## src/rtl/gpp_pkg.sv

```systemverilog
// Shared types and constants of the greedy pool partitioner.
package gpp_pkg;

  localparam int FIELD_W  = 6;   // row, col, pool and item fields
  localparam int SCORE_W  = 16;  // score and min_score fields
  localparam int CFG_W    = 7;   // item_count and pool_size registers
  localparam int CIDX_W   = 2;   // configuration register index
  localparam int CDATA_W  = 16;  // configuration write data
  localparam int SADDR_W  = 7;   // widest slot address (2 * 64 slots)
  localparam int CNT_W    = 8;   // loop counters, hold up to 2 * 64

  localparam int MAX_ITEMS_DEF  = 64;
  localparam int SCORE_BITS_DEF = 16;

  localparam logic [CFG_W-1:0] ITEM_COUNT_RST = 7'd64;
  localparam logic [CFG_W-1:0] POOL_SIZE_RST  = 7'd8;

  typedef enum logic [CIDX_W-1:0] {
    REG_ITEM_COUNT = 2'd0,
    REG_POOL_SIZE  = 2'd1,
    REG_MIN_SCORE  = 2'd2
  } gpp_reg_t;

  typedef enum logic [3:0] {
    OP_NOP, OP_LOAD, OP_CLR, OP_FILL, OP_RDA, OP_RDB, OP_RDM,
    OP_WRA, OP_WRB, OP_KILL, OP_RDK, OP_EMITK, OP_EMITS
  } gpp_op_t;

  typedef struct packed {
    gpp_op_t              op;
    logic [SADDR_W-1:0]   a;
    logic [SADDR_W-1:0]   b;
    logic [FIELD_W-1:0]   pool;
    logic                 last;
  } gpp_cmd_t;

  typedef struct packed {
    logic [CFG_W-1:0] n;
    logic [CFG_W-1:0] ps;
    logic [CFG_W-1:0] kc;
    logic             conf;
    logic             used_a;
    logic             out_free;
  } gpp_sts_t;

endpackage

```

## src/rtl/gpp_ctrl.sv

```systemverilog
// Controller: sequences loading, placement, pool screening and record output.
module gpp_ctrl (
  input  logic              clk,
  input  logic              rst_n,
  input  logic              in_valid,
  input  logic              in_last,
  output logic              in_ready,
  input  gpp_pkg::gpp_sts_t sts,
  output gpp_pkg::gpp_cmd_t cmd
);

  typedef enum logic [4:0] {
    S_IDLE, S_CLR, S_FILL, S_PLOOP, S_ILOOP, S_JLOOP,
    S_CA, S_CB, S_CM, S_CE,
    S_QLOOP, S_FI, S_FJ, S_FDEC, S_K2, S_K3,
    S_SWA, S_SWB, S_SW1, S_SW2, S_KRB, S_KILL,
    S_OKRD, S_OKEM, S_OPL, S_OM, S_OEM
  } state_t;

  typedef enum logic [1:0] {R_PAIR, R_FI, R_FJ, R_FK} ret_t;

  localparam int W = gpp_pkg::CNT_W;

  state_t state_r, state_nxt;
  ret_t   ret_r, ret_nxt;
  logic [W-1:0] pbase_r, pbase_nxt, p_r, p_nxt, i_r, i_nxt, j_r, j_nxt;
  logic [W-1:0] qbase_r, qbase_nxt, q_r, q_nxt, k_r, k_nxt, k2_r, k2_nxt;
  logic [W-1:0] ca_r, ca_nxt, cb_r, cb_nxt, emit_r, emit_nxt;
  logic         iok_r, iok_nxt, jok_r, jok_nxt;
  logic [W-1:0] n, ps, kc, si, sj, swa, swb, om_slot;
  logic         is_last;

  assign n       = W'(sts.n);
  assign ps      = W'(sts.ps);
  assign kc      = W'(sts.kc);
  assign si      = pbase_r + i_r;
  assign sj      = pbase_r + j_r;
  assign swa     = iok_r ? si : sj;
  assign swb     = qbase_r + k2_r;
  assign om_slot = pbase_r + k_r;
  assign is_last = (emit_r == n - 1'b1);

  assign in_ready = (state_r == S_IDLE);

  always_comb begin
    state_nxt = state_r;
    ret_nxt   = ret_r;
    pbase_nxt = pbase_r;
    p_nxt     = p_r;
    i_nxt     = i_r;
    j_nxt     = j_r;
    qbase_nxt = qbase_r;
    q_nxt     = q_r;
    k_nxt     = k_r;
    k2_nxt    = k2_r;
    ca_nxt    = ca_r;
    cb_nxt    = cb_r;
    emit_nxt  = emit_r;
    iok_nxt   = iok_r;
    jok_nxt   = jok_r;
    cmd       = '0;
    cmd.op    = gpp_pkg::OP_NOP;
    cmd.pool  = p_r[gpp_pkg::FIELD_W-1:0];
    cmd.last  = is_last;

    unique case (state_r)
      S_IDLE: begin
        if (in_valid) begin
          cmd.op = gpp_pkg::OP_LOAD;
          if (in_last) state_nxt = S_CLR;
        end
      end
      S_CLR: begin
        cmd.op    = gpp_pkg::OP_CLR;
        k_nxt     = '0;
        emit_nxt  = '0;
        state_nxt = S_FILL;
      end
      S_FILL: begin
        if (k_r < n) begin
          cmd.op = gpp_pkg::OP_FILL;
          cmd.a  = k_r[gpp_pkg::SADDR_W-1:0];
          k_nxt  = k_r + 1'b1;
        end else begin
          pbase_nxt = '0;
          p_nxt     = '0;
          state_nxt = S_PLOOP;
        end
      end
      S_PLOOP: begin
        if (pbase_r < n) begin
          i_nxt     = '0;
          state_nxt = S_ILOOP;
        end else begin
          k_nxt     = '0;
          state_nxt = S_OKRD;
        end
      end
      S_ILOOP: begin
        if (i_r < ps) begin
          j_nxt     = i_r + 1'b1;
          state_nxt = S_JLOOP;
        end else begin
          pbase_nxt = pbase_r + ps;
          p_nxt     = p_r + 1'b1;
          state_nxt = S_PLOOP;
        end
      end
      S_JLOOP: begin
        if (j_r < ps) begin
          ca_nxt    = si;
          cb_nxt    = sj;
          ret_nxt   = R_PAIR;
          state_nxt = S_CA;
        end else begin
          i_nxt     = i_r + 1'b1;
          state_nxt = S_ILOOP;
        end
      end
      // Conflict check of slots ca and cb: read both, read their score, compare.
      S_CA: begin
        cmd.op    = gpp_pkg::OP_RDA;
        cmd.a     = ca_r[gpp_pkg::SADDR_W-1:0];
        state_nxt = S_CB;
      end
      S_CB: begin
        cmd.op    = gpp_pkg::OP_RDB;
        cmd.b     = cb_r[gpp_pkg::SADDR_W-1:0];
        state_nxt = S_CM;
      end
      S_CM: begin
        cmd.op    = gpp_pkg::OP_RDM;
        state_nxt = S_CE;
      end
      S_CE: begin
        unique case (ret_r)
          R_PAIR: begin
            if (sts.conf) begin
              qbase_nxt = '0;
              q_nxt     = '0;
              state_nxt = S_QLOOP;
            end else begin
              j_nxt     = j_r + 1'b1;
              state_nxt = S_JLOOP;
            end
          end
          R_FI: begin
            if (sts.conf) begin
              iok_nxt   = 1'b0;
              k_nxt     = '0;
              jok_nxt   = 1'b1;
              state_nxt = S_FJ;
            end else begin
              k_nxt     = k_r + 1'b1;
              state_nxt = S_FI;
            end
          end
          R_FJ: begin
            if (sts.conf) begin
              jok_nxt   = 1'b0;
              state_nxt = S_FDEC;
            end else begin
              k_nxt     = k_r + 1'b1;
              state_nxt = S_FJ;
            end
          end
          R_FK: begin
            if (sts.conf) begin
              k2_nxt    = k2_r + 1'b1;
              state_nxt = S_K2;
            end else begin
              k_nxt     = k_r + 1'b1;
              state_nxt = S_K3;
            end
          end
          default: state_nxt = S_IDLE;
        endcase
      end
      S_QLOOP: begin
        if (qbase_r < n) begin
          if (q_r == p_r) begin
            qbase_nxt = qbase_r + ps;
            q_nxt     = q_r + 1'b1;
          end else begin
            k_nxt     = '0;
            iok_nxt   = 1'b1;
            state_nxt = S_FI;
          end
        end else begin
          state_nxt = S_KRB;
        end
      end
      S_FI: begin
        if (k_r < ps) begin
          ca_nxt    = si;
          cb_nxt    = qbase_r + k_r;
          ret_nxt   = R_FI;
          state_nxt = S_CA;
        end else begin
          k_nxt     = '0;
          jok_nxt   = 1'b1;
          state_nxt = S_FJ;
        end
      end
      S_FJ: begin
        if (k_r < ps) begin
          ca_nxt    = sj;
          cb_nxt    = qbase_r + k_r;
          ret_nxt   = R_FJ;
          state_nxt = S_CA;
        end else begin
          state_nxt = S_FDEC;
        end
      end
      S_FDEC: begin
        if (!iok_r && !jok_r) begin
          qbase_nxt = qbase_r + ps;
          q_nxt     = q_r + 1'b1;
          state_nxt = S_QLOOP;
        end else begin
          k2_nxt    = '0;
          state_nxt = S_K2;
        end
      end
      S_K2: begin
        if (k2_r < ps) begin
          k_nxt     = '0;
          state_nxt = S_K3;
        end else begin
          qbase_nxt = qbase_r + ps;
          q_nxt     = q_r + 1'b1;
          state_nxt = S_QLOOP;
        end
      end
      S_K3: begin
        if (k_r < ps) begin
          ca_nxt    = swb;
          cb_nxt    = pbase_r + k_r;
          ret_nxt   = R_FK;
          state_nxt = S_CA;
        end else begin
          state_nxt = S_SWA;
        end
      end
      S_SWA: begin
        cmd.op    = gpp_pkg::OP_RDA;
        cmd.a     = swa[gpp_pkg::SADDR_W-1:0];
        state_nxt = S_SWB;
      end
      S_SWB: begin
        cmd.op    = gpp_pkg::OP_RDB;
        cmd.b     = swb[gpp_pkg::SADDR_W-1:0];
        state_nxt = S_SW1;
      end
      S_SW1: begin
        cmd.op    = gpp_pkg::OP_WRA;
        cmd.a     = swa[gpp_pkg::SADDR_W-1:0];
        state_nxt = S_SW2;
      end
      S_SW2: begin
        cmd.op    = gpp_pkg::OP_WRB;
        cmd.b     = swb[gpp_pkg::SADDR_W-1:0];
        j_nxt     = j_r + 1'b1;
        state_nxt = S_JLOOP;
      end
      S_KRB: begin
        cmd.op    = gpp_pkg::OP_RDB;
        cmd.b     = sj[gpp_pkg::SADDR_W-1:0];
        state_nxt = S_KILL;
      end
      S_KILL: begin
        cmd.op    = gpp_pkg::OP_KILL;
        cmd.b     = sj[gpp_pkg::SADDR_W-1:0];
        j_nxt     = j_r + 1'b1;
        state_nxt = S_JLOOP;
      end
      S_OKRD: begin
        if (k_r < kc) begin
          cmd.op    = gpp_pkg::OP_RDK;
          cmd.a     = k_r[gpp_pkg::SADDR_W-1:0];
          state_nxt = S_OKEM;
        end else begin
          pbase_nxt = '0;
          p_nxt     = '0;
          state_nxt = S_OPL;
        end
      end
      S_OKEM: begin
        if (sts.out_free) begin
          cmd.op    = gpp_pkg::OP_EMITK;
          emit_nxt  = emit_r + 1'b1;
          k_nxt     = k_r + 1'b1;
          state_nxt = S_OKRD;
        end
      end
      S_OPL: begin
        if (pbase_r < n) begin
          k_nxt     = '0;
          state_nxt = S_OM;
        end else begin
          state_nxt = S_IDLE;
        end
      end
      S_OM: begin
        if (k_r < ps) begin
          cmd.op    = gpp_pkg::OP_RDA;
          cmd.a     = om_slot[gpp_pkg::SADDR_W-1:0];
          state_nxt = S_OEM;
        end else begin
          pbase_nxt = pbase_r + ps;
          p_nxt     = p_r + 1'b1;
          state_nxt = S_OPL;
        end
      end
      S_OEM: begin
        if (!sts.used_a) begin
          k_nxt     = k_r + 1'b1;
          state_nxt = S_OM;
        end else if (sts.out_free) begin
          cmd.op    = gpp_pkg::OP_EMITS;
          emit_nxt  = emit_r + 1'b1;
          k_nxt     = k_r + 1'b1;
          state_nxt = S_OM;
        end
      end
      default: state_nxt = S_IDLE;
    endcase
  end

  always_ff @(posedge clk) begin
    if (!rst_n) begin
      state_r <= S_IDLE;
      ret_r   <= R_PAIR;
      emit_r  <= '0;
      k_r     <= '0;
    end else begin
      state_r <= state_nxt;
      ret_r   <= ret_nxt;
      emit_r  <= emit_nxt;
      k_r     <= k_nxt;
    end
    pbase_r <= pbase_nxt;
    p_r     <= p_nxt;
    i_r     <= i_nxt;
    j_r     <= j_nxt;
    qbase_r <= qbase_nxt;
    q_r     <= q_nxt;
    k2_r    <= k2_nxt;
    ca_r    <= ca_nxt;
    cb_r    <= cb_nxt;
    iok_r   <= iok_nxt;
    jok_r   <= jok_nxt;
  end

  a_emit_bound: assert property (@(posedge clk) disable iff (!rst_n)
    (cmd.op == gpp_pkg::OP_EMITK || cmd.op == gpp_pkg::OP_EMITS) |-> emit_r < n)
    else $error("more records than items");
  a_check_seq: assert property (@(posedge clk) disable iff (!rst_n)
    state_r == S_CM |-> $past(state_r) == S_CB) else $error("broken check sequence");
  a_run_start: assert property (@(posedge clk) disable iff (!rst_n)
    state_r == S_CLR |-> $past(in_valid && in_last && state_r == S_IDLE))
    else $error("run started without a final entry");

endmodule

```

## config.mk

```make
export PLATFORM = sky130hd
export DESIGN_NAME = gpp_ctrl
export DESIGN_NICKNAME = d
export VERILOG_FILES = /design/src/rtl/gpp_pkg.sv /design/src/rtl/gpp_ctrl.sv
export SDC_FILE = /design/constraint.sdc
export NUM_CORES = 1
export LEC_CHECK = 0
export ABC_AREA = 1
export BUFFER_PORTS_ARGS = -buffer_cell sky130_fd_sc_hd__buf_2
export CORE_MARGIN = 3
export CORE_UTILIZATION = 30
export CTS_BUF_LIST = sky130_fd_sc_hd__clkbuf_8
export DETAILED_ROUTE_END_ITERATION = 7
export GPL_TIMING_DRIVEN = 0
export RECOVER_POWER = 100
export SETUP_SLACK_MARGIN = 0.02
export SLEW_MARGIN = 20
export SYNTH_ARGS = -nofsm -noshare
export SYNTH_HDL_FRONTEND = slang
export SYNTH_SLANG_ARGS = --single-unit
```

## constraint.sdc

```tcl
create_clock -name clk -period 5.6 [get_ports clk]
set_input_delay 0.84 -clock clk [delete_from_list [all_inputs] [get_ports clk]]
set_output_delay 0.84 -clock clk [all_outputs]
set_load 0.01 [all_outputs]
```

==> results of run 1 <==
-- registers in the layout (all words and copies together) (netlist names), 2 cells and up --
| signal | count |
|---|---|
| ca_r | 7 |
| cb_r | 7 |
| emit_r | 8 |
| i_r | 8 |
| j_r | 8 |
| k2_r | 8 |
| k_r | 8 |
| p_r | 8 |
| pbase_r | 8 |
| q_r | 8 |
| qbase_r | 8 |
| ret_r | 2 |
| state_r | 5 |
-- worst max-delay path, cell delays in order, from the launching register on --
cell and delay (ns):
dfxtp_1 0.32, clkbuf_1 0.44, inv_1 0.18, clkbuf_1 0.26
nor3_1 0.57, nand3_1 0.30, nand2_1 0.30, inv_1 0.16
o221ai_1 0.35, clkbuf_1 0.19
-- worst max path at each step --
stage	from	endpoint	slack, ns	cells after the start
floorplan	sts[22]	q_r[0]	2.24	8
global placement	sts[18]	p_r[3]	0.93	11
detailed placement	sts[11]	cmd[17]	1.53	13
CTS	sts[11]	cmd[17]	1.52	13
global route	state_r[4]	cmd[15]	1.03	9
finish	state_r[4]	cmd[15]	1.26	9
-- cell families after synthesis --
| kind of cell | Yosys count |
|---|---|
| and+or+nand+nor | 628 |
| buffers and inverters | 216 |
| AOI/OAI and AO/OA | 193 |
| adders and majority gates | 107 |
| DFF | 95 |
| xor gates and xnor gates | 50 |
-- power groups by stage --
| stage | combinational [mW] | clock [mW] | sequential, mW |
|---|---|---|---|
| final | 1.07 | 0.514 | 0.944 |
| after global routing | 1.22 | 0.554 | 0.949 |
| after floorplan | 0.798 | 0 | 0.903 |
| after CTS | 1.10 | 0.523 | 0.943 |
| after detailed placement | 1.09 | 0 | 0.960 |
| after global placement | 1.06 | 0 | 0.960 |
-- metal layers --
metal | routed length [microns] | up-vias | global-route usage, %
met2 | 13700 | 265 | 29.2
met3 | 1500 | 42 | 2.56
met4 | 662 | 0 | 5.42
met1 | 13700 | 4002 | 24.5
li1 | - | 4395 | -
met5 | 0 | - | 0
-- through the flow --
| stage | util [%] | power (mW) | hold WS [ns] |
|---|---|---|---|
| floorplan | - | 1.70 | 0.421 |
| detailed placement | 33.4 | 2.05 | 0.437 |
| CTS | 34.0 | 2.57 | 0.458 |
| global route | 33.6 | 2.73 | 0.507 |
| finish | 33.6 | 2.53 | 0.459 |
| global placement | 33.2 | 2.02 | 0.438 |
-- layout make-up --
| type | instances | area share [%] |
|---|---|---|
| repair buffers | 55 | 2.46 |
| inverters | 198 | 7.41 |
| clock buffers | 9 | 1.23 |
| flip-flops and latches | 95 | 26.1 |
| plain buffers | 18 | 0.985 |
| clock inverters | 7 | 0.798 |
| multi-input cells | 978 | 56.1 |
| well taps | 390 | 4.86 |
-- cell usage in the layout, fill, tap and decap left out, types with 23 or more instances in the layout --
master    Yosys  final
nand2_1     308    312
inv_1       191    194
nor2_1      142    146
ha_1        100    100
nand3_1      89     92
edfxtp_1     72     72
a21oi_1      69     70
o21ai_0      61     65
buf_2         2     33
clkbuf_1      4     32
nor3_1       29     31
xor2_1       25     25
xnor2_1      25     25
dfxtp_1      23     23
==> metrics.md, run 1 <==
| Metric | Value |
|---|---|
| DR vias/cell | `4.97` |
| Comb pwr share | `between 40% and 50%` |
| Post-route setup slack | `1.26 ns` |
| Final setup fails | `0` |
| Hold_buf cts | `0` |
| DR pass1 iterations | `5` |
| Placed instance area | `~10000 sq um` |
| Hold path start | `emit_r[7]` |
| Top cell type's share of synthesized area | `23.5%` |
| Switching pwr | `roughly 1.1 mW` |
| Clock share of power | `20.3%` |
| Mux share of post-synthesis cell area | `0%` |
| CTS Buffer Depth | `2` |
| Grt total ovfl | `0` |
| CP Max Fanout | `10` |
| Post-CTS Resized | `0` |
| Crit Path Category | `flop to output port` |
| Storage element area | `2620 sq um` |
| Worst vdd ir | `103 uV` |
| Diodes inserted | `0` |
| CTS Buf Count | `9` |
| DR DRC count | `0` |
| Post-synthesis async set-or-reset flop share | `0%` |
| Die extent in y | `181 microns` |
| Largest family of logic cells by synthesized area | `simple AND/OR/NAND/NOR gates` |
| Worst-margin pin slew | `about 1.1 ns` |
| Hold violation count in the final report | `0` |
| Core Region | `29900 sq um` |
| Cell taking the most area after synthesis | `edfxtp_1` |
| RSZ-0062 raised after global routing | `no` |
| CTS sink count | `95` |
| IO Pins | `54` |
| Worst setup EP type | `output port` |
| Xor/xnor share of the synthesized area | `4.77%` |
| Hold Crit Class | `flop to flop` |
| Post-synthesis compound-gate area fraction | `12.2%` |
| Leak Pwr | `approximately 4.9 nW` |
| Setup TNS | `0 ns` |
| GPL Wtd Cong | `roughly 0.95` |
| CTS tree | `yes` |
| Synth Area in Simple Gates | `29.9%` |
| R2R cell count | `10` |
| # fillers | `3202` |
| Routed Antenna Nets | `0` |
| Final Cycle Share | `77.5%` |
| Synth top cells by count | `nand2_1, inv_1, nor2_1, ha_1, nand3_1` |
| Share of cells above drive strength 1 | `6.03%` |
| Clock Pin Slew Worst Setup and Hold Paths | `0.12 ns` |
| Reg2reg setup slack | `1.66 ns` |
| Setup crit start kind | `flop` |
| RR Startpoint | `state_r[1]` |
| Pins Over Slew Limit | `0` |
| Die area | `~33000 sq um` |
| Initial antenna violation count | `0` |
| Worst reg2reg endpoint | `q_r[1]` |
| WL final | `between 20000 and 30000 microns` |
| Multi-input logic area | `between 5000 and 6000 sq um` |
| Overall routing resource usage | `17.8%` |
| Routed length per placed instance | `16.9 microns` |
| Net Count, Synth | `roughly 1400` |
| Pin count of the biggest net entering global routing | `18` |
| Fmax | `230 MHz` |
| Pre-CTS WS | `around 1.5 ns` |
| Worst EP arrival | `about 3.5 ns` |
| Post-Place Cells | `1734` |
| Final Non-Filler Cells | `~1800` |
| DRT iter0 DRCs | `between 600 and 700` |
| Worst hold stages | `1` |
| Internal | `about 1.4 mW` |
| Status | `complete, no violations` |
| Avg Cell Area, Syn | `a little over 7 sq um` |
| Layout Nets | `1490` |
| Postcts setup bufs | `0` |
| Vias in the first global route | `8275` |
| H-tree Lvls | `3` |
| Count leader, synth | `nand2_1` |
| Total number of vias | `between 8000 and 9000` |
| Final Cell Area | `approximately 10000 sq um` |
| Sw Share | `44.3%` |
| Area grow syn2layout | `9.28%` |
| Cells after synthesis | `around 1300` |
| Seq pwr share | `37.3%` |
| Width of the die | `181 microns` |
| Cell row count | `63` |
| Min cycle time layout | `4.34 ns` |
| Seq/Total Area, Yosys | `28.6%` |
| Post-synth EDFFs | `between 70 and 80` |
| Clock network latency to the later pin of the worst-skew pair | `0.40 ns` |
| Dpl hpwl | `between 20000 and 25000 microns` |
| First-pass GRT wire length | `46100 microns` |
| Cell variety after synth | `between 40 and 50` |
| Root Buffer | `clkbuf_8` |
| Hold Path End | `emit_r[7]` |
| PD cells | `252 nW/um^2` |
| Slew headroom | `22.8%` |
| #FFs+latches synth | `95` |
| Cell Area, Synth | `9180 sq um` |
| Initial cell density of the core | `30.7%` |
| Worst Skew | `approximately 0.018 ns` |
| Post-Synth Adder-Cell Area | `15.2%` |
| Synth top area cells | `edfxtp_1, ha_1, nand2_1, inv_1, nor2_1` |
| CP Data Required Time | `roughly 4.8 ns` |
| Count of input and output buffers | `52` |
| Yosys warnings | `0` |
| Synth Flop Type | `edfxtp_1` |
| Max-cap violations | `0` |
Note: power is estimated with default switching activity, not from simulation.
==> run 2: changes to the inputs <==
--- a/config.mk
+++ b/config.mk
@@ -5,7 +5,7 @@
 export SDC_FILE = /design/constraint.sdc
 export NUM_CORES = 1
 export LEC_CHECK = 0
-export ABC_AREA = 1
+export ABC_AREA = 0
 export BUFFER_PORTS_ARGS = -buffer_cell sky130_fd_sc_hd__buf_2
 export CORE_MARGIN = 3
 export CORE_UTILIZATION = 30
==> constraint.sdc (replaced) <==
create_clock -name clk -period 4.1 [get_ports clk]
set_input_delay 0.615 -clock clk [delete_from_list [all_inputs] [get_ports clk]]
set_output_delay 0.615 -clock clk [all_outputs]
set_load 0.01 [all_outputs]
==> run 2 against run 1 <==
Cell count fell by 19%. Register-to-register slack worse by 1.3 ns. Routed wire length shrank 7.9%. Sequential cell count stayed put. Area after synthesis fell by 6.3%. Power is 43% higher. Critical endpoint unchanged.
==> metrics.md, run 2 <==
| Metric | Value |
|---|---|
| Status | `complete, no violations` |
| Min cycle time layout | `3.86 ns` |
| Internal | `2.01 mW` |
| Worst setup startpoint | `state_r[2]` |
| First-pass GRT wire length | `42300 microns` |
| WL final | `27300 microns` |
| Net Count, Synth | `1110` |
| Post-synthesis async set-or-reset flop share | `0%` |
| Worst EP arrival | `3.24 ns` |
| Worst hold stages | `2` |
| Worst vdd ir | `159 uV` |
| Pre-CTS WS | `0.270 ns` |
| Storage element area | `2630 sq um` |
| Routed Antenna Nets | `0` |
| RR Startpoint | `pbase_r[6]` |
| R2R cell count | `9` |
| Max-cap violations | `0` |
| Post-layout util | `approximately a third` |
| Post-synth EDFFs | `72` |
| Multi-input logic area | `5570 sq um` |
| GPL Wtd Cong | `around 0.95` |
| Final setup fails | `0` |
| Initial cell density of the core | `30.7%` |
| Seq/Total Area, Yosys | `30.5%` |
| Most frequent cells in the layout | `ha_1, nor2_1, nand2_1, edfxtp_1, inv_1` |
| Clock network latency to the later pin of the worst-skew pair | `0.40 ns` |
| CP Data Required Time | `3.48 ns` |
| Sw Share | `approximately 44%` |
| Synth top cells by count | `ha_1, nor2_1, edfxtp_1, nand2_1, inv_1` |
| Hold_buf cts | `0` |
| Count of input and output buffers | `52` |
| CTS sink count | `95` |
| Dpl hpwl | `approximately 21000 microns` |
| Cells after synthesis | `975` |
| CTS tree | `yes` |
| Post-route setup slack | `0.243 ns` |
| DR DRC count | `0` |
| Most common cell after layout, fill and taps aside | `ha_1` |
| Slew headroom | `18.7%` |
| Routed length per placed instance | `19.2 microns` |
| CTS Buf Count | `9` |
| Hold Path End | `emit_r[1]` |
| PD cells | `381 nW/um^2` |
| Yosys warnings | `0` |
| Total power | `~3.6 mW` |
| Switching pwr | `1.61 mW` |
| Final hold slack | `0.557 ns` |
| Initial antenna violation count | `1` |
| DR vias/cell | `5.43` |
| Grt total ovfl | `0` |
| DRT iter0 DRCs | `roughly 740` |
| Hold path start | `emit_r[1]` |
| Hold Crit Class | `flop to flop` |
| Diodes inserted | `0` |
| Fmax | `259 MHz` |
| Cell Area, Synth | `8610 sq um` |
| RSZ-0062 raised after global routing | `no` |
| Final Cycle Share | `between 90 and 100%` |
| # fillers | `2920` |
| Pins Over Slew Limit | `0` |
| Comb pwr share | `46.3%` |
| Worst reg2reg endpoint | `k_r[2]` |
| Cell row count | `61` |
| Worst setup EP type | `output port` |
| CP Max Fanout | `10` |
| Root Buffer | `clkbuf_8` |
| IO Pins | `54` |
| Count leader, synth | `ha_1` |
| H-tree Lvls | `3` |
| Worst-margin pin slew | `1.21 ns` |
| #FFs+latches synth | `95` |
| Total number of vias | `7715` |
| Top cell type's share of synthesized area | `25.1%` |
| Setup crit start kind | `flop` |
| Cell variety after synth | `69` |
| Core Region | `between 20000 and 30000 sq um` |
| Crit Path Category | `flop to output port` |
| CTS Buffer Depth | `2` |
| Cell taking the most area after synthesis | `edfxtp_1` |
| Seq pwr share | `36.1%` |
| Synth Flop Type | `edfxtp_1` |
| Hold violation count in the final report | `0` |
| Final Cell Area | `9490 sq um` |
| Leak Pwr | `4.03 nW` |
| Vias in the first global route | `7515` |
| Die area | `about 30000 sq um` |
| Pin count of the biggest net entering global routing | `19` |
| Width of the die | `between 150 and 200 microns` |
| Share of cells above drive strength 1 | `7.66%` |
| Reg2reg setup slack | `0.39 ns` |
| Placed instance area | `between 9000 and 10000 sq um` |
| Area grow syn2layout | `10.3%` |
| Overall routing resource usage | `17.6%` |
| Worst Skew | `0.0222 ns` |
| Clock Pin Slew Worst Setup and Hold Paths | `roughly 0.12 ns` |
| Avg Cell Area, Syn | `8.83 sq um` |
| DR pass1 iterations | `5` |
| Clock share of power | `17.6%` |
| Layout Nets | `1174` |
| Synth top area cells | `edfxtp_1, ha_1, xor2_1, dfxtp_1, xnor2_1` |
| Die extent in y | `between 150 and 200 microns` |
run 2: changes by cell type after synthesis, moves of 13 or more:
cell,delta
a21o_1,+24
a21oi_1,-15
and3_1,+22
clkbuf_1,+13
inv_1,-134
nand2_1,-236
nand2b_1,+13
nand3_1,-34
nor2_1,-48
nor2b_1,+13
o21ai_0,-16
xnor2_1,+16
xor2_1,+29
run 2: worst max-delay path by stage:
stage / endpoint / slack [ns] / cells past startpoint
final: cmd[15] / 0.24 / 8
after global placement: p_r[3] / -1.31 / 10
after global routing: cmd[15] / 0.05 / 8
after detailed placement: cmd[19] / 0.27 / 10
after CTS: cmd[19] / 0.02 / 10
after floorplan: p_r[0] / 0.42 / 9
run 2: final cells by class:
class | instances | share of cell area [%]
plain buffers | 34 | 1.71
clock buffers | 9 | 1.30
clock inverters | 7 | 0.685
inverters | 59 | 2.33
multi-input cells | 786 | 58.6
flip-flops and latches | 95 | 27.7
well taps | 378 | 4.98
repair buffers | 54 | 2.66
run 2: what timing repair did:
action,in CTS,in global routing
setup buffers,0,0
endpoints found under the setup margin,7,3
resized for setup,3,2
run 2: power groups by stage:
stage,combinational (mW),clock [mW],sequential (mW)
global placement,1.66,0,1.33
floorplan,1.19,0,1.26
detailed placement,1.69,0,1.33
finish,1.67,0.638,1.31
CTS,1.70,0.654,1.31
global route,1.83,0.678,1.32
run 2: metrics by stage:
step | cells | TNS (ns)
CTS | 1423 | 0
global route | 1422 | 0
global placement | 1405 | -24.19
finish | 1422 | 0
detailed placement | 1407 | 0
floorplan | 975 | 0
run 2: kinds of logic (layout without fill, tap and decap cells):
kind of cell,after synthesis,count (layout),synth area share [%]
xor+xnor,95,95,9.67
fa+ha+maj,107,107,16.2
simple gates,340,340,19.5
flops,95,95,30.5
mux,10,10,1.19
compound gates,234,234,18.4
buf+inv,94,163,4.55
run 2: per-layer routing:
layer | routed length (microns) | track usage (%) | up-vias
met5 | 12 | 0 | -
met1 | 12000 | 23.2 | 3648
met3 | 1730 | 2.68 | 66
li1 | - | - | 3711
met2 | 12400 | 28.7 | 288
met4 | 1060 | 7.48 | 2
run 2: critical path, stage by stage (launching register included):
cell and delay (ns):
dfxtp_1 0.47, clkbuf_1 0.44, clkbuf_1 0.37, clkbuf_1 0.47, buf_2 0.34, nor3_1 0.10, a222oi_1 0.32, o21ai_0 0.17
buf_2 0.17
